File: src/rtl/core/ltc_pkg.sv
// shared types and constants of the literal type classifier
// no dependencies
`timescale 1ns / 1ps

package ltc_pkg;

  // default number of stored head bytes
  localparam int HEAD_BYTES_DEF = 6;
  // head bytes the classifier looks at
  localparam int CLASS_BYTES = 5;
  // saturation value of the length counter
  localparam logic [2:0] LEN_MAX = 3'd7;
  localparam logic [1:0] CNT_MAX = 2'd3;

  // characters
  localparam logic [7:0] CH_QUOTE  = 8'h27;
  localparam logic [7:0] CH_BSLASH = 8'h5C;
  localparam logic [7:0] CH_PLUS   = 8'h2B;
  localparam logic [7:0] CH_MINUS  = 8'h2D;
  localparam logic [7:0] CH_DOT    = 8'h2E;
  localparam logic [7:0] CH_F      = 8'h66;
  localparam logic [7:0] CH_X      = 8'h78;
  localparam logic [7:0] CH_THREE  = 8'h33;

  // pseudo literal spellings, first character in the top byte
  localparam logic [23:0] STR_NAN      = "nan";
  localparam logic [31:0] STR_NANF     = "nanf";
  localparam logic [31:0] STR_INF_NEG  = "-inf";
  localparam logic [31:0] STR_INF_POS  = "+inf";
  localparam logic [39:0] STR_INFF_NEG = "-inff";
  localparam logic [39:0] STR_INFF_POS = "+inff";

  // result codes
  typedef enum logic [3:0] {
    KIND_PLAIN         = 4'd0,
    KIND_ESCAPE        = 4'd1,
    KIND_HEX           = 4'd2,
    KIND_OCTAL         = 4'd3,
    KIND_INT           = 4'd4,
    KIND_FLOAT         = 4'd5,
    KIND_FLOAT_PSEUDO  = 4'd6,
    KIND_DOUBLE        = 4'd7,
    KIND_DOUBLE_PSEUDO = 4'd8,
    KIND_ERROR         = 4'd9
  } ltc_kind_e;

  // literal summary including the current character
  typedef struct packed {
    logic [CLASS_BYTES-1:0][7:0] head;
    logic [2:0]                  len;
    logic [1:0]                  dots;
    logic [1:0]                  fs;
    logic                        late_sign;
    logic                        digit;
    logic [2:0]                  bad;
    logic [7:0]                  cur_char;
  } ltc_summary_t;

endpackage

File: src/rtl/core/ltc_track.sv
// per-literal summary registers of the literal type classifier
// depends on ltc_pkg
`timescale 1ns / 1ps

module ltc_track #(
  parameter int HEAD_BYTES = ltc_pkg::HEAD_BYTES_DEF
) (
  input  logic                 clk_i,
  input  logic                 rst_ni,
  input  logic                 step_i,
  input  logic [7:0]           char_i,
  input  logic                 final_i,
  output ltc_pkg::ltc_summary_t sum_o
);

  logic [HEAD_BYTES-1:0][7:0] head_q, head_d;
  logic [2:0] len_q, len_d;
  logic [1:0] dots_q, dots_d;
  logic [1:0] fs_q, fs_d;
  logic       late_q, late_d;
  logic       digit_q, digit_d;
  logic [2:0] bad_q, bad_d;
  logic       is_sign, is_dig;

  // character classes
  assign is_sign = (char_i == ltc_pkg::CH_PLUS) || (char_i == ltc_pkg::CH_MINUS);
  assign is_dig  = (char_i >= 8'h30) && (char_i <= 8'h39);

  // head bytes: write the character at its position while below the saturation point
  always_comb begin
    for (int i = 0; i < HEAD_BYTES; i++) begin
      if ((i < 7) && (len_q == 3'(i))) begin
        head_d[i] = char_i;
      end else begin
        head_d[i] = head_q[i];
      end
    end
  end

  // saturating counts and flags
  always_comb begin
    len_d   = (len_q == ltc_pkg::LEN_MAX) ? len_q : len_q + 3'd1;
    dots_d  = ((char_i == ltc_pkg::CH_DOT) && (dots_q != ltc_pkg::CNT_MAX)) ?
              dots_q + 2'd1 : dots_q;
    fs_d    = ((char_i == ltc_pkg::CH_F) && (fs_q != ltc_pkg::CNT_MAX)) ?
              fs_q + 2'd1 : fs_q;
    late_d  = late_q | (is_sign && (len_q != 3'd0));
    digit_d = digit_q | is_dig;
    bad_d   = bad_q;
    if (!is_sign && !is_dig) begin
      bad_d[0] = 1'b1;
      if ((char_i != ltc_pkg::CH_F) && (char_i != ltc_pkg::CH_DOT)) begin
        bad_d[1] = 1'b1;
      end
      if (char_i != ltc_pkg::CH_DOT) begin
        bad_d[2] = 1'b1;
      end
    end
  end

  // state registers, cleared after the final character
  always_ff @(posedge clk_i or negedge rst_ni) begin
    if (!rst_ni) begin
      head_q  <= '0;
      len_q   <= '0;
      dots_q  <= '0;
      fs_q    <= '0;
      late_q  <= 1'b0;
      digit_q <= 1'b0;
      bad_q   <= '0;
    end else if (step_i) begin
      if (final_i) begin
        head_q  <= '0;
        len_q   <= '0;
        dots_q  <= '0;
        fs_q    <= '0;
        late_q  <= 1'b0;
        digit_q <= 1'b0;
        bad_q   <= '0;
      end else begin
        head_q  <= head_d;
        len_q   <= len_d;
        dots_q  <= dots_d;
        fs_q    <= fs_d;
        late_q  <= late_d;
        digit_q <= digit_d;
        bad_q   <= bad_d;
      end
    end
  end

  // summary as seen after this character
  always_comb begin
    for (int i = 0; i < ltc_pkg::CLASS_BYTES; i++) begin
      sum_o.head[i] = head_d[i];
    end
    sum_o.len       = len_d;
    sum_o.dots      = dots_d;
    sum_o.fs        = fs_d;
    sum_o.late_sign = late_d;
    sum_o.digit     = digit_d;
    sum_o.bad       = bad_d;
    sum_o.cur_char  = char_i;
  end

endmodule

File: src/rtl/core/ltc_classify.sv
// classification logic of the literal type classifier
// depends on ltc_pkg
`timescale 1ns / 1ps

module ltc_classify (
  input  ltc_pkg::ltc_summary_t sum_i,
  output ltc_pkg::ltc_kind_e    kind_o
);

  logic [7:0] h0, h1, h2, h3, h4;
  logic       quoted, esc2, hex3, hex4, oct2, oct3, oct4;
  logic       hex_ok, oct_ok;
  logic       has_dot, has_f, is_nan, fpseudo, dpseudo;

  assign h0 = sum_i.head[0];
  assign h1 = sum_i.head[1];
  assign h2 = sum_i.head[2];
  assign h3 = sum_i.head[3];
  assign h4 = sum_i.head[4];

  // byte classes of the head
  assign esc2 = h2 inside {"a", "b", "f", "n", "r", "t", "v", "'", "\"", "?", "\\"};
  assign hex3 = h3 inside {[8'h30:8'h39], [8'h61:8'h66], [8'h41:8'h46]};
  assign hex4 = h4 inside {[8'h30:8'h39], [8'h61:8'h66], [8'h41:8'h46]};
  assign oct2 = h2 inside {[8'h30:8'h37]};
  assign oct3 = h3 inside {[8'h30:8'h37]};
  assign oct4 = h4 inside {[8'h30:8'h37]};

  // quoted literal checks by length
  assign quoted = (h0 == ltc_pkg::CH_QUOTE) && (sum_i.cur_char == ltc_pkg::CH_QUOTE) &&
                  (sum_i.len > 3'd2);
  assign hex_ok = (sum_i.len == 3'd5) ? hex3 : (hex3 && hex4);
  always_comb begin
    case (sum_i.len)
      3'd4:    oct_ok = oct2;
      3'd5:    oct_ok = oct2 && oct3;
      3'd6:    oct_ok = oct2 && oct3 && oct4 && (h2 <= ltc_pkg::CH_THREE);
      default: oct_ok = 1'b0;
    endcase
  end

  // number and pseudo literal checks
  assign has_dot = sum_i.dots != 2'd0;
  assign has_f   = sum_i.fs != 2'd0;
  assign is_nan  = (sum_i.len == 3'd3) && ({h0, h1, h2} == ltc_pkg::STR_NAN);
  assign fpseudo = ((sum_i.len == 3'd5) && (({h0, h1, h2, h3, h4} == ltc_pkg::STR_INFF_NEG) ||
                                            ({h0, h1, h2, h3, h4} == ltc_pkg::STR_INFF_POS))) ||
                   ((sum_i.len == 3'd4) && ({h0, h1, h2, h3} == ltc_pkg::STR_NANF));
  assign dpseudo = ((sum_i.len == 3'd4) && (({h0, h1, h2, h3} == ltc_pkg::STR_INF_NEG) ||
                                            ({h0, h1, h2, h3} == ltc_pkg::STR_INF_POS))) ||
                   is_nan;

  // decision
  always_comb begin
    kind_o = ltc_pkg::KIND_ERROR;
    if (quoted) begin
      if (sum_i.len == 3'd3) begin
        kind_o = (h1 != ltc_pkg::CH_BSLASH) ? ltc_pkg::KIND_PLAIN : ltc_pkg::KIND_ERROR;
      end else if (h1 != ltc_pkg::CH_BSLASH) begin
        kind_o = ltc_pkg::KIND_ERROR;
      end else if ((sum_i.len == 3'd4) && esc2) begin
        kind_o = ltc_pkg::KIND_ESCAPE;
      end else if (sum_i.len == ltc_pkg::LEN_MAX) begin
        kind_o = ltc_pkg::KIND_ERROR;
      end else if (h2 == ltc_pkg::CH_X) begin
        kind_o = ((sum_i.len != 3'd4) && hex_ok) ? ltc_pkg::KIND_HEX : ltc_pkg::KIND_ERROR;
      end else begin
        kind_o = oct_ok ? ltc_pkg::KIND_OCTAL : ltc_pkg::KIND_ERROR;
      end
    end else if (!has_dot && !has_f && !is_nan) begin
      kind_o = (sum_i.bad[0] || !sum_i.digit || sum_i.late_sign) ?
               ltc_pkg::KIND_ERROR : ltc_pkg::KIND_INT;
    end else if (fpseudo) begin
      kind_o = ltc_pkg::KIND_FLOAT_PSEUDO;
    end else if (has_f && !dpseudo) begin
      kind_o = (sum_i.bad[1] || !sum_i.digit || (sum_i.dots > 2'd1) || (sum_i.fs != 2'd1) ||
                sum_i.late_sign || (sum_i.cur_char != ltc_pkg::CH_F)) ?
               ltc_pkg::KIND_ERROR : ltc_pkg::KIND_FLOAT;
    end else if (dpseudo) begin
      kind_o = ltc_pkg::KIND_DOUBLE_PSEUDO;
    end else if (has_dot) begin
      kind_o = (sum_i.bad[2] || !sum_i.digit || (sum_i.dots > 2'd1) || sum_i.late_sign) ?
               ltc_pkg::KIND_ERROR : ltc_pkg::KIND_DOUBLE;
    end
  end

endmodule

File: src/rtl/core/literal_type_classifier_core.sv
// top level of the literal type classifier: input register, tracker, classifier, result register
// depends on ltc_pkg, ltc_track and ltc_classify
`timescale 1ns / 1ps

// Takes one character of a literal per cycle on the slave stream, tlast on the
// final character, and gives one result item per literal with its kind code
// (plain char, escape, hex, octal, int, float, float pseudo, double, double
// pseudo, error). The sustained rate is one character per cycle unless a
// final character stalls. A character sits in the input register, where the
// summary update and the classification are done in a single pass, and the
// kind lands in the result register, from which the result is shown.
// While a result waits, characters that are not final keep flowing; only a
// second final character stalls until the waiting result is taken. No clearing
// pass is needed after reset.
module literal_type_classifier_core #(
  parameter int HEAD_BYTES = ltc_pkg::HEAD_BYTES_DEF
) (
  input  logic       clk_i,
  input  logic       rst_ni,
  input  logic       s_axis_tvalid,
  output logic       s_axis_tready,
  input  logic [7:0] s_axis_tdata,   // [7:0] char_code
  input  logic       s_axis_tlast,   // is_final
  output logic       m_axis_tvalid,
  input  logic       m_axis_tready,
  output logic [7:0] m_axis_tdata    // [3:0] literal_kind, [7:4] zero
);

  logic                  in_valid_q;
  logic [7:0]            in_char_q;
  logic                  in_last_q;
  logic                  out_valid_q;
  ltc_pkg::ltc_kind_e    out_kind_q;
  logic                  advance;
  ltc_pkg::ltc_summary_t summary;
  ltc_pkg::ltc_kind_e    kind;

  // the held item moves on unless it needs the result slot and the slot is busy
  assign advance       = in_valid_q && (!in_last_q || !out_valid_q || m_axis_tready);
  assign s_axis_tready = !in_valid_q || advance;

  // input register
  always_ff @(posedge clk_i or negedge rst_ni) begin
    if (!rst_ni) begin
      in_valid_q <= 1'b0;
    end else if (s_axis_tready) begin
      in_valid_q <= s_axis_tvalid;
    end
  end

  always_ff @(posedge clk_i) begin
    if (s_axis_tready && s_axis_tvalid) begin
      in_char_q <= s_axis_tdata;
      in_last_q <= s_axis_tlast;
    end
  end

  // summary state
  ltc_track #(
    .HEAD_BYTES(HEAD_BYTES)
  ) u_track (
    .clk_i  (clk_i),
    .rst_ni (rst_ni),
    .step_i (advance),
    .char_i (in_char_q),
    .final_i(in_last_q),
    .sum_o  (summary)
  );

  // kind of the literal ending here
  ltc_classify u_classify (
    .sum_i (summary),
    .kind_o(kind)
  );

  // result register
  always_ff @(posedge clk_i or negedge rst_ni) begin
    if (!rst_ni) begin
      out_valid_q <= 1'b0;
    end else if (advance && in_last_q) begin
      out_valid_q <= 1'b1;
    end else if (m_axis_tready) begin
      out_valid_q <= 1'b0;
    end
  end

  always_ff @(posedge clk_i) begin
    if (advance && in_last_q) begin
      out_kind_q <= kind;
    end
  end

  assign m_axis_tvalid = out_valid_q;
  assign m_axis_tdata  = {4'b0000, out_kind_q};

endmodule

File: config.mk
export PLATFORM = sky130hd
export DESIGN_NAME = literal_type_classifier_core
export DESIGN_NICKNAME = d
export VERILOG_FILES = /design/src/rtl/core/ltc_pkg.sv /design/src/rtl/core/ltc_track.sv /design/src/rtl/core/ltc_classify.sv /design/src/rtl/core/literal_type_classifier_core.sv
export SDC_FILE = /design/constraint.sdc
export NUM_CORES = 1
export LEC_CHECK = 0
export BUFFER_PORTS_ARGS = -buffer_cell sky130_fd_sc_hd__buf_2
export CAP_MARGIN = 0
export CORE_UTILIZATION = 40
export DETAILED_ROUTE_END_ITERATION = 16
export HOLD_SLACK_MARGIN = 0.1
export PLACE_DENSITY_LB_ADDON = 0.05
export SLEW_MARGIN = 10
export SYNTH_ARGS = -nofsm -noshare
export SYNTH_HDL_FRONTEND = slang
export SYNTH_SLANG_ARGS = --single-unit
File: constraint.sdc
create_clock -name clk_i -period 4.9 [get_ports clk_i]
set_clock_uncertainty 0.05 [all_clocks]
set_input_delay 1.225 -clock clk_i [delete_from_list [all_inputs] [get_ports clk_i]]
set_output_delay 1.225 -clock clk_i [all_outputs]
set_load 0.02 [all_outputs]
==> impl_metrics.csv <==
group,metric,value,unit
status,outcome,"completed",
global_route,grt-ovfl-total,0,
clocking,cts_setup_buffers,0,
synth,avgSynthCellArea,8.78,um2
floorplanning,die_y,105,um
clocking,cts_tree,"built",
clocking,cts_root_buf,"clkbuf_8",
global_route,grt_usage,22.6,%
clocking,h-tree-depth,3,
critical_path,worstSetupPathType,"flip-flop to flip-flop",
critical_path,rrSetupSlack,1.46,ns
route,drt-total-wl,11500,um
sta,hold_viol,0,
global_route,grt_pass1_wl,19100,um
sta,post-route-period-util,70.2,%
synth,synth.distinct_cells,69,
critical_path,startpoint_type,"flip-flop",
pwr,leakage,1.85,nW
synth,synthArstFlopShare,80.6,%
clocking,clock_sinks,67,
layout,drive_above_1_share,9.84,%
pwr,powerDensity,420,nW/um2
synth,yosysWarnings,0,
critical_path,cp_data_required_time,5.06,ns
route,wire_per_inst,18.4,um
synth,synthFlopType,"dfrtp_1",
flow_run,cap_violations,0,
clocking,cts.clk_slew.worst_paths,0.07,ns
layout,final_util,44.1,%
layout,areaGrowthSynthToFinish,7.13,%
route,drcViolationCount,0,
sta,slew-limit-headroom,49.7,%
synth,syn-cell-area,4250,um2
clocking,cts_resized,0,
synth,netlist_instances,484,
route,drt-pass1-iter-count,4,
synth,synth_top_area_share,31.8,%
place,io_buffers,18,
synth,ys_seq_area_share,41.0,%
critical_path,cp_max_fo,22,
sta,finalCriticalPeriod,3.44,ns
floorplanning,ioPinCount,23,
clocking,ctsHoldBuffers,0,
sta,setup_viol,0,
route,dr_total_vias,3649,
global_route,antenna_found_initial,0,
floorplanning,start_util,41.2,%
sta,setup_tns,0,ns
floorplanning,rows,37,
synth,synth_edf_count,13,
layout,layout.nets,502,
clocking,cts_buffer_depth,2,
clocking,clk_latency,0.36,ns
hold_path,min_path_type,"flip-flop to flip-flop",
layout,layout_commonest_cell,"nand2_1",
route,drtAntennaViolNets,0,
place,dp_hpwl,7780,um
synth,synth.area.top_cells,"dfrtp_1 32%, edfxtp_1 9.2%, a22oi_1 5.7%, nand2_1 5.3%, o21ai_0 5.2%",
pwr,max-vdd-ir-drop,0.000218,V
synth,ys_ff_latch,67,
synth,yosys.area.top_type,"dfrtp_1",
floorplanning,die_x,105,um
critical_path,crit_arrival,3.60,ns
layout,antenna_cells,0,
route,drt_iter0_drc,207,
sta,max_freq,0.291,GHz
clocking,cts_buffers,9,
layout,most-common-layout-cells,"60 x nand2_1, 54 x dfrtp_1, 44 x o21ai_0",
floorplanning,die-area,11000,um2
critical_path,endpoint_kind,"flip-flop",
sta,slew_viol_final,0,
floorplanning,fp.coreArea,10300,um2
sta,worstMarginPinSlew,0.755,ns
sta,rsz0062_at_grt,"no",
place,place_congestion,0.911,
global_route,grt_pass1_vias,3513,
global_route,grt_max_degree,55,
route,routed_via_density,5.85,
report_power, final:
group	leakage (nW)	total [mW]	switching, mW	internal (mW)
logic	0.931	0.631	0.357	0.274
clock network	0.0771	0.404	0.226	0.178
registers	0.838	0.876	0.164	0.712
total	1.85	1.91	0.746	1.16
layer usage:
layer | GRT usage, % | share of wire, % | up-vias
li1 | - | - | 1796
met4 | 8.65 | 2.1 | 0
met2 | 33.5 | 44 | 74
met1 | 32.2 | 51 | 1764
met5 | 0 | 0 | -
met3 | 4.55 | 3.1 | 15
per-stage QoR:
| stage | hold WS (ns) | area (um2) | setup slack (ns) | cells | total power, mW |
|---|---|---|---|---|---|
| 5_1_grt | 0.473 | 4550 | 1.21 | 624 | 2.06 |
| 4_1_cts | 0.445 | 4550 | 1.49 | 624 | 1.93 |
| 6_report | 0.449 | 4550 | 1.46 | 624 | 1.91 |
| 3_5_place_dp | 0.428 | 4390 | 1.52 | 608 | 1.51 |
| 2_1_floorplan | 0.398 | 4260 | 1.86 | 487 | 1.35 |
| 3_3_place_gp | 0.410 | 4390 | 1.62 | 608 | 1.51 |
synth_stat cells (all sizes together) (4+ instances only):
cell type and n:
o22ai 10, ha 6, nand4 4, nand2 60, o31ai 7, nor3 10, nor4b 6, edfxtp 13
a21oi 8, a31oi 14, mux2i 18, buf 7, a22oi 32, nor4bb 4, nor2b 5, nand4bb 4
inv 14, nand2b 10, nand3 11, nor2 40, dfrtp 54, o21ai 47, or3 5, a22o 4
clkbuf 31
layout make-up:
class | count | area [um2]
clock buffer | 10 | 128
clock inverter | 6 | 32.5
fill | 1049 | 5770
inverter | 14 | 52.6
multi-input combinational | 368 | 2300
sequential | 67 | 1740
tap | 136 | 170
timing repair buffer | 23 | 128
logic make-up (layout without fill, tap and decap cells):
logic type	after synthesis	in the layout	synth area share [%]
AO/OA/AOI/OAI	151	151	23.6
XOR/XNOR	2	2	0.412
adder cells (fa/ha/maj)	6	6	1.77
buffers and inverters	52	53	5.15
flip-flops	67	67	41.0
multiplexers	21	21	5.04
other	1	4	0.0883
AND/OR/NAND/NOR	184	184	23.0
worst max-delay path, cell delays in order (launching register included):
cell and delay (ns):
dfrtp_1 0.53, inv_1 0.16, ha_1 0.28, nand2b_4 0.27, mux2i_1 0.42, nand4_1 0.17, or4_4 0.61, o311a_1 0.37
o22ai_1 0.13, a32oi_1 0.14, a31oi_1 0.15
flip-flops by register name, summed over array words and instances, names as in the netlist:
register,cells
u_track.head_q,40
in_char_q,8
out_kind_q,4
u_track.bad_q,3
u_track.len_q,3
u_track.dots_q,2
u_track.fs_q,2
in_last_q,1
in_valid_q,1
m_axis_tvalid,1
u_track.digit_q,1
u_track.late_q,1
worst paths after layout:
| kind | startpoint | cells past startpoint | to |
|---|---|---|---|
| min in group asynchronous | rst_ni | 2 | u_track.fs_q[0] |
| hold / removal | u_track.head_q[5] | 2 | u_track.head_q[5] |
| setup reg to reg | u_track.len_q[0] | 10 | out_kind_q[3] |
| setup / recovery | u_track.len_q[0] | 10 | out_kind_q[3] |
| hold reg to reg | u_track.head_q[5] | 2 | u_track.head_q[5] |
| max in group asynchronous | rst_ni | 2 | u_track.head_q[23] |
Note: power is estimated with default switching activity, not from simulation.
